==> src/rtl/sha256_pkg.sv <==
// Shared types for the SHA-256 stream hasher.
// Used by sha256_core and sha256_stream_hasher; no dependencies.
package sha256_pkg;

  typedef logic [31:0] word_t;

  // Commands from the byte sequencer to the compression core.
  typedef struct packed {
    logic       push;       // shift one byte into the block window
    logic [7:0] push_byte;
    logic       start;      // begin a 64-round compression
    logic       init;       // reload the initial hash values
  } core_cmd_t;

endpackage

==> src/rtl/sha256_core.sv <==
// SHA-256 compression core: byte-fed block window, one round per cycle.
// Depends on sha256_pkg.
module sha256_core (
  input  logic                  clk,
  input  logic                  rst_n,
  input  sha256_pkg::core_cmd_t cmd,
  input  logic [2:0]            word_sel,
  output logic                  done,
  output sha256_pkg::word_t     digest_word
);
  import sha256_pkg::*;

  localparam word_t IV [8] = '{
    32'h6a09e667, 32'hbb67ae85, 32'h3c6ef372, 32'ha54ff53a,
    32'h510e527f, 32'h9b05688c, 32'h1f83d9ab, 32'h5be0cd19
  };

  function automatic word_t round_k(input logic [5:0] idx);
    word_t k;
    case (idx)
      6'd0:  k = 32'h428a2f98; 6'd1:  k = 32'h71374491;
      6'd2:  k = 32'hb5c0fbcf; 6'd3:  k = 32'he9b5dba5;
      6'd4:  k = 32'h3956c25b; 6'd5:  k = 32'h59f111f1;
      6'd6:  k = 32'h923f82a4; 6'd7:  k = 32'hab1c5ed5;
      6'd8:  k = 32'hd807aa98; 6'd9:  k = 32'h12835b01;
      6'd10: k = 32'h243185be; 6'd11: k = 32'h550c7dc3;
      6'd12: k = 32'h72be5d74; 6'd13: k = 32'h80deb1fe;
      6'd14: k = 32'h9bdc06a7; 6'd15: k = 32'hc19bf174;
      6'd16: k = 32'he49b69c1; 6'd17: k = 32'hefbe4786;
      6'd18: k = 32'h0fc19dc6; 6'd19: k = 32'h240ca1cc;
      6'd20: k = 32'h2de92c6f; 6'd21: k = 32'h4a7484aa;
      6'd22: k = 32'h5cb0a9dc; 6'd23: k = 32'h76f988da;
      6'd24: k = 32'h983e5152; 6'd25: k = 32'ha831c66d;
      6'd26: k = 32'hb00327c8; 6'd27: k = 32'hbf597fc7;
      6'd28: k = 32'hc6e00bf3; 6'd29: k = 32'hd5a79147;
      6'd30: k = 32'h06ca6351; 6'd31: k = 32'h14292967;
      6'd32: k = 32'h27b70a85; 6'd33: k = 32'h2e1b2138;
      6'd34: k = 32'h4d2c6dfc; 6'd35: k = 32'h53380d13;
      6'd36: k = 32'h650a7354; 6'd37: k = 32'h766a0abb;
      6'd38: k = 32'h81c2c92e; 6'd39: k = 32'h92722c85;
      6'd40: k = 32'ha2bfe8a1; 6'd41: k = 32'ha81a664b;
      6'd42: k = 32'hc24b8b70; 6'd43: k = 32'hc76c51a3;
      6'd44: k = 32'hd192e819; 6'd45: k = 32'hd6990624;
      6'd46: k = 32'hf40e3585; 6'd47: k = 32'h106aa070;
      6'd48: k = 32'h19a4c116; 6'd49: k = 32'h1e376c08;
      6'd50: k = 32'h2748774c; 6'd51: k = 32'h34b0bcb5;
      6'd52: k = 32'h391c0cb3; 6'd53: k = 32'h4ed8aa4a;
      6'd54: k = 32'h5b9cca4f; 6'd55: k = 32'h682e6ff3;
      6'd56: k = 32'h748f82ee; 6'd57: k = 32'h78a5636f;
      6'd58: k = 32'h84c87814; 6'd59: k = 32'h8cc70208;
      6'd60: k = 32'h90befffa; 6'd61: k = 32'ha4506ceb;
      6'd62: k = 32'hbef9a3f7; 6'd63: k = 32'hc67178f2;
      default: k = 32'h0;
    endcase
    return k;
  endfunction

  function automatic word_t ror(input word_t x, input int unsigned n);
    return (x >> n) | (x << (32 - n));
  endfunction

  function automatic word_t win(input logic [511:0] blk, input int unsigned j);
    return blk[511 - 32*j -: 32];
  endfunction

  logic [511:0] blk_r;       // 16-word window, word 0 at the top
  word_t        v_r [8];     // working variables a..h
  word_t        h_r [8];
  logic [5:0]   rnd_r;
  logic         busy_r;
  logic         fin_r;

  word_t w_t, w_new, s0, s1, big0, big1, ch, maj, t1, t2;

  always_comb begin
    w_t   = win(blk_r, 0);
    s0    = ror(win(blk_r, 1), 7) ^ ror(win(blk_r, 1), 18) ^ (win(blk_r, 1) >> 3);
    s1    = ror(win(blk_r, 14), 17) ^ ror(win(blk_r, 14), 19) ^ (win(blk_r, 14) >> 10);
    w_new = s1 + win(blk_r, 9) + s0 + w_t;
    big1  = ror(v_r[4], 6) ^ ror(v_r[4], 11) ^ ror(v_r[4], 25);
    ch    = (v_r[4] & v_r[5]) ^ (~v_r[4] & v_r[6]);
    t1    = v_r[7] + big1 + ch + round_k(rnd_r) + w_t;
    big0  = ror(v_r[0], 2) ^ ror(v_r[0], 13) ^ ror(v_r[0], 22);
    maj   = (v_r[0] & v_r[1]) ^ (v_r[0] & v_r[2]) ^ (v_r[1] & v_r[2]);
    t2    = big0 + maj;
  end

  assign done        = fin_r;
  assign digest_word = h_r[word_sel];

  always_ff @(posedge clk) begin
    if (cmd.push) begin
      blk_r <= {blk_r[503:0], cmd.push_byte};
    end else if (busy_r) begin
      blk_r <= {blk_r[479:0], w_new};
    end
    if (cmd.start) begin
      v_r <= h_r;
    end else if (busy_r) begin
      v_r[7] <= v_r[6];
      v_r[6] <= v_r[5];
      v_r[5] <= v_r[4];
      v_r[4] <= v_r[3] + t1;
      v_r[3] <= v_r[2];
      v_r[2] <= v_r[1];
      v_r[1] <= v_r[0];
      v_r[0] <= t1 + t2;
    end
  end

  always_ff @(posedge clk) begin
    if (!rst_n) begin
      h_r    <= IV;
      rnd_r  <= '0;
      busy_r <= 1'b0;
      fin_r  <= 1'b0;
    end else begin
      fin_r <= 1'b0;
      if (cmd.start) begin
        busy_r <= 1'b1;
        rnd_r  <= '0;
      end else if (busy_r) begin
        rnd_r <= rnd_r + 6'd1;
        if (rnd_r == 6'd63) begin
          busy_r <= 1'b0;
          fin_r  <= 1'b1;
        end
      end
      if (cmd.init) begin
        h_r <= IV;
      end else if (fin_r) begin
        for (int i = 0; i < 8; i++) begin
          h_r[i] <= h_r[i] + v_r[i];
        end
      end
    end
  end

endmodule

==> src/rtl/sha256_stream_hasher.sv <==
// SHA-256 stream hasher top level: byte intake, padding sequencer, digest beats.
// Depends on sha256_pkg and sha256_core.
//
//   channel | direction | fields                                      | handshake
//   in_     | in        | data_byte[7:0], byte_present, message_end   | in_valid/in_ready
//   out_    | out       | digest_word[31:0], word_index[2:0], last_word | out_valid/out_ready
//
// Message bytes are taken one per cycle while in_ready is high; every 64th byte adds a compression
// (start, 64 rounds on the shared round unit, feed-forward add).
// Finishing pushes pad, zero and length bytes one per cycle outside compressions (up to 64, or up to
// 72 when the pad lands at byte 56 or later), makes a step without a push at the length position
// and runs one or two compressions, then offers eight digest beats. in_ready is low throughout.
// rst_n (synchronous) reloads the initial hash values and clears the counters.
// A stalled out_ready holds the current digest beat; nothing else moves.
module sha256_stream_hasher (
  input  logic        clk,
  input  logic        rst_n,
  input  logic        in_valid,
  output logic        in_ready,
  input  logic [7:0]  in_data_byte,
  input  logic        in_byte_present,
  input  logic        in_message_end,
  output logic        out_valid,
  input  logic        out_ready,
  output logic [31:0] out_digest_word,
  output logic [2:0]  out_word_index,
  output logic        out_last_word
);
  import sha256_pkg::*;

  localparam logic [5:0] LAST_BYTE = 6'd63;
  localparam logic [5:0] LEN_POS   = 6'd56;
  localparam logic [7:0] PAD_BYTE  = 8'h80;

  typedef enum logic [2:0] {
    ST_IN, ST_PAD, ST_FILL, ST_LEN, ST_GO, ST_BUSY, ST_OUT
  } state_t;

  state_t      state_r, state_nxt;
  state_t      ret_r, ret_nxt;
  logic [5:0]  cnt_r, cnt_nxt;
  logic [63:0] len_r, len_nxt;
  logic [2:0]  idx_r, idx_nxt;
  core_cmd_t   cmd;
  logic        core_done;
  word_t       core_word;

  sha256_core u_core (
    .clk         (clk),
    .rst_n       (rst_n),
    .cmd         (cmd),
    .word_sel    (idx_r),
    .done        (core_done),
    .digest_word (core_word)
  );

  assign in_ready        = (state_r == ST_IN);
  assign out_valid       = (state_r == ST_OUT);
  assign out_digest_word = core_word;
  assign out_word_index  = idx_r;
  assign out_last_word   = (idx_r == 3'd7);

  always_comb begin
    state_nxt = state_r;
    ret_nxt   = ret_r;
    cnt_nxt   = cnt_r;
    len_nxt   = len_r;
    idx_nxt   = idx_r;
    cmd       = '0;
    case (state_r)
      ST_IN: begin
        if (in_valid) begin
          if (in_byte_present) begin
            cmd.push      = 1'b1;
            cmd.push_byte = in_data_byte;
            cnt_nxt       = cnt_r + 6'd1;
            len_nxt       = len_r + 64'd8;
          end
          if (in_byte_present && cnt_r == LAST_BYTE) begin
            ret_nxt   = in_message_end ? ST_PAD : ST_IN;
            state_nxt = ST_GO;
          end else if (in_message_end) begin
            state_nxt = ST_PAD;
          end
        end
      end
      ST_PAD: begin
        cmd.push      = 1'b1;
        cmd.push_byte = PAD_BYTE;
        cnt_nxt       = cnt_r + 6'd1;
        if (cnt_r == LAST_BYTE) begin
          ret_nxt   = ST_FILL;
          state_nxt = ST_GO;
        end else begin
          state_nxt = ST_FILL;
        end
      end
      ST_FILL: begin
        if (cnt_r == LEN_POS) begin
          state_nxt = ST_LEN;
        end else begin
          cmd.push = 1'b1;
          cnt_nxt  = cnt_r + 6'd1;
          if (cnt_r == LAST_BYTE) begin
            ret_nxt   = ST_FILL;
            state_nxt = ST_GO;
          end
        end
      end
      ST_LEN: begin
        cmd.push      = 1'b1;
        cmd.push_byte = len_r[63:56];
        len_nxt       = {len_r[55:0], 8'h00};
        cnt_nxt       = cnt_r + 6'd1;
        if (cnt_r == LAST_BYTE) begin
          ret_nxt   = ST_OUT;
          state_nxt = ST_GO;
        end
      end
      ST_GO: begin
        cmd.start = 1'b1;
        state_nxt = ST_BUSY;
      end
      ST_BUSY: begin
        if (core_done) begin
          state_nxt = ret_r;
        end
      end
      ST_OUT: begin
        if (out_ready) begin
          idx_nxt = idx_r + 3'd1;
          if (idx_r == 3'd7) begin
            cmd.init  = 1'b1;
            cnt_nxt   = '0;
            len_nxt   = '0;
            state_nxt = ST_IN;
          end
        end
      end
      default: begin
        state_nxt = ST_IN;
      end
    endcase
  end

  always_ff @(posedge clk) begin
    if (!rst_n) begin
      state_r <= ST_IN;
      ret_r   <= ST_IN;
      cnt_r   <= '0;
      len_r   <= '0;
      idx_r   <= '0;
    end else begin
      state_r <= state_nxt;
      ret_r   <= ret_nxt;
      cnt_r   <= cnt_nxt;
      len_r   <= len_nxt;
      idx_r   <= idx_nxt;
    end
  end

endmodule

==> config.mk <==
export PLATFORM = sky130hd
export DESIGN_NAME = sha256_stream_hasher
export DESIGN_NICKNAME = d
export VERILOG_FILES = /design/src/rtl/sha256_pkg.sv /design/src/rtl/sha256_core.sv /design/src/rtl/sha256_stream_hasher.sv
export SDC_FILE = /design/constraint.sdc
export NUM_CORES = 2
export LEC_CHECK = 0
export ABC_CLOCK_PERIOD_IN_PS = 19400
export BUFFER_PORTS_ARGS = -buffer_cell sky130_fd_sc_hd__buf_2
export CORE_MARGIN = 8
export CORE_UTILIZATION = 55
export DETAILED_ROUTE_END_ITERATION = 8
export HOLD_SLACK_MARGIN = 0.15
export PLACE_DENSITY = 0.81
export SLEW_MARGIN = 20
export SYNTH_ARGS = -nofsm -noshare
export SYNTH_HDL_FRONTEND = slang
export SYNTH_SLANG_ARGS = --single-unit
export TNS_END_PERCENT = 10
==> constraint.sdc <==
create_clock -name clk -period 19.4 [get_ports clk]
set_input_delay 3.88 -clock clk [delete_from_list [all_inputs] [get_ports clk]]
set_output_delay 3.88 -clock clk [all_outputs]
set_load 0.01 [all_outputs]
==> flow_summary_export.csv <==
group,metric,value,unit
outcome,status,"finished clean",
worst_setup_path,slowest_delay,0.59,ns
sta,fmax,0.124,GHz
sta,worst_slew_margin_rel,0.148,
logic_synthesis,synth_ff_type,"edfxtp_1",
die,fp.dieArea,151000,um^2
worst_setup_path,crit_required,19.91,ns
detailed_routing,ant_nets,0,
clocking,cts-buffers-inserted,131,
clocking,path_clk_slew,0.06,ns
detailed_routing,first_iter_violations,7343,
clocking,htree_levels,4,
pwr,p_per_area,109,nW/um^2
die,fp.dieH,388,um
logic_synthesis,synth_area_leader_cell,"edfxtp_1",
grt,grt_max_degree,266,
grt,grt_overflow,0,
detailed_routing,firstDrtPassIters,7,
logic_synthesis,yosysWarnings,0,
sta,worst_pin_slew,1.28,ns
die,core,137000,um^2
logic_synthesis,synth_top_area_frac,0.303,
die,initial_utilization,0.554,
finish,stdcell_count,10333,
finish,num-nets-final,9034,
finish,drive_gt1_frac,0.0582,
logic_synthesis,avgSynthCellArea,8.78,um^2
detailed_routing,viasPerCell,6.17,
die,num_rows,136,
logic_synthesis,syn-cell-area,76100,um^2
worst_hold_path,hp-class,"reg2reg",
worst_setup_path,r2r_cells,32,
worst_hold_path,hp-start,"ret_r[0]$_SDFFE_PN0P_",
placed_design,port_buffers,51,
placed_design,placed_cells,10090,
placed_design,place_congestion,1.00,
grt,grt_usage,0.300,
clocking,cts_sinks,1140,
pwr,max-vdd-ir-drop,0.149,mV
clocking,cts-root-buf,"clkbuf_16",
sta,skew,0.0272,ns
sta,period_share,0.416,
sta,fin_crit,8.07,ns
detailed_routing,vias,63756,
worst_setup_path,startpoint_type,"flop",
die,ios,52,
pwr,leakagePower,34.2,nW
logic_synthesis,synth_edf_count,768,
sta,rsz0062_at_grt,"no",
logic_synthesis,postSynthCellCount,8667,
logic_synthesis,async_flop_share,0,
finish,syn2layout_area_growth,7.58,%
worst_setup_path,worstPathMaxFanout,6,
logic_synthesis,syn_nets,9270,
grt,antenna_found_initial,4,
sta,fin_setup_tns,0,ns
worst_setup_path,crit_slowest_cell,"edfxtp_1",
worst_setup_path,crit_family,"adder cells",
worst_setup_path,r2r_start,"u_core.v_r[122]$_DFFE_PP_",
worst_setup_path,crit_type,"reg2reg",
worst_setup_path,critPathBufInv,4,
logic_synthesis,yosys_register_bits,1140,
worst_hold_path,hold-path-cell-count,2,
sta,setup_violations,0,
flow_run,drv_cap,0,
grt,grt_pass1_vias,61268,
worst_setup_path,crit_path_start,"u_core.v_r[122]$_DFFE_PP_",
logic_synthesis,synth_area_leaders,"edfxtp_1, nand2_1, dfxtp_1",
worst_setup_path,crit_path_end_kind,"flop",
clocking,clk_latency,0.80,ns
worst_setup_path,cp.depth,32,
worst_setup_path,path_common_cell,"fa_1",
worst_setup_path,crit_arrival,8.58,ns
clocking,holdBufCountCts,0,
clocking,clk_path_buf_depth,3,
grt,grt_first_pass_wirelength,356,mm
logic_synthesis,seq_area_frac_synth,0.401,
die,die_w,388,um
sta,hold_viol,0,
detailed_routing,routedWlPerCell,22.6,um
logic_synthesis,synth.distinct_cells,103,
clocking,cts_tree,"built",
clocking,cts_setup_buffers,0,
sta,maxSlewViolCount,0,
placed_design,dpl.hpwl,167,mm
clocking,cts_resized,0,
detailed_routing,wl,234,mm
detailed_routing,drcViolationCount,0,
[worst paths after layout]
| kind | to | slack [ns] |
|---|---|---|
| hold reg to reg | ret_r[0]$_SDFFE_PN0P_ | 0.48 |
| setup reg to reg | u_core.v_r[255]$_DFFE_PP_ | 11.33 |
| setup / recovery | u_core.v_r[255]$_DFFE_PP_ | 11.33 |
| hold / removal | ret_r[0]$_SDFFE_PN0P_ | 0.48 |
[worst register-to-register path: cells and delay by family (launching register included)]
kind	cells	cell delay, ns
AOI/OAI and AO/OA	13	2.35
DFF	1	0.59
xor gates and xnor gates	4	0.97
buffers and inverters	4	0.27
and+or+nand+nor	4	0.83
adders and majority gates	7	2.78
[metrics by stage]
step | utilization | total power, mW | area (um^2) | worst slack (ns) | hold WS, ns
finish | 0.596 | 8.90 | 81900 | 11.33 | 0.481
CTS | 0.595 | 8.89 | 81800 | 11.14 | 0.482
global route | 0.596 | 9.34 | 81900 | 10.87 | 0.513
floorplan | - | 5.47 | 76100 | 2.63 | 0.446
detailed placement | 0.563 | 6.31 | 77400 | 10.30 | 0.474
global placement | 0.563 | 6.25 | 77400 | 10.42 | 0.458
[synthesized netlist by cell type, types with 14 or more instances]
library cell / n
o211ai_1: 37
and3_1: 48
a211oi_1: 57
o31ai_1: 31
o22ai_1: 14
a221oi_1: 29
mux2i_1: 112
clkbuf_1: 447
nand4_1: 40
edfxtp_1: 768
o311ai_0: 21
nand2b_1: 69
nand2_1: 2456
nor2_1: 513
o21bai_1: 39
fa_1: 195
o21ai_0: 465
buf_1: 36
o21ai_1: 22
xor2_1: 213
o21a_1: 46
a21oi_1: 484
dfxtp_1: 372
nand3_1: 100
nor2b_1: 58
mux4_2: 64
and2_1: 21
a22oi_1: 24
nor3_1: 109
a21o_1: 187
inv_1: 416
a31oi_1: 76
xnor2_1: 383
or3_1: 23
mux2_2: 35
ha_1: 394
[metal layers]
metal	vias up	track usage	part of all wire
met5	-	0	0
met4	0	0.183	0.071
met3	717	0.0559	0.083
met2	3078	0.474	0.45
met1	30652	0.383	0.39
li1	29309	-	-
[report_power, final]
group	switching [mW]	internal (mW)	total [mW]
Combinational	1.92	1.25	3.17
Clock	1.10	1.47	2.57
Sequential	0.191	2.97	3.16
Total	3.21	5.69	8.90
[logic make-up (layout without fill, tap and decap cells)]
family,Yosys count,count (layout),share of synthesized area
other cells,0,1,0
simple gates,3511,3511,0.189
flops,1140,1140,0.401
fa+ha+maj,592,592,0.116
compound gates,1706,1706,0.141
xor+xnor,597,597,0.0689
buf+inv,909,780,0.0449
mux,212,212,0.0390
[layout make-up]
| type | count | area (um^2) |
|---|---|---|
| Clock inverter | 74 | 812 |
| Antenna cell | 1 | 2.50 |
| Sequential cell | 1140 | 30500 |
| Clock buffer | 166 | 3600 |
| Fill cell | 11610 | 55600 |
| Timing Repair Buffer | 120 | 831 |
| Multi-Input combinational cell | 6618 | 42300 |
| Tap cell | 1794 | 2240 |
| Inverter | 420 | 1580 |
[cells in the final DEF (no fill, tap or decap), types with 29 or more instances in the layout]
cell / n
buf_2: 51
nor2b_1: 57
nand2b_1: 68
nand3_1: 100
and3_1: 48
a21oi_1: 484
a31oi_1: 75
buf_4: 65
a221oi_1: 29
dfxtp_1: 368
mux2i_1: 112
nand2_1: 2454
edfxtp_1: 768
inv_1: 415
o211ai_1: 37
o21bai_1: 39
nor3_1: 109
o21ai_0: 465
o21a_1: 46
nor2_1: 509
o31ai_1: 31
nand4_1: 40
xor2_1: 211
mux2_2: 35
mux4_2: 64
xnor2_1: 383
a21o_1: 187
ha_1: 394
a211oi_1: 57
fa_1: 195
clkbuf_16: 134
[sequential cells by signal, indices dropped and copies added, names as in the netlist, named ones only]
signal / cells
cnt_r: 6
len_r: 61
out_word_index: 3
ret_r: 3
state_r: 3
u_core.blk_r: 512
u_core.busy_r: 1
u_core.done: 1
u_core.h_r: 256
u_core.rnd_r: 6
u_core.v_r: 256
(Power assumes the default switching activity.)
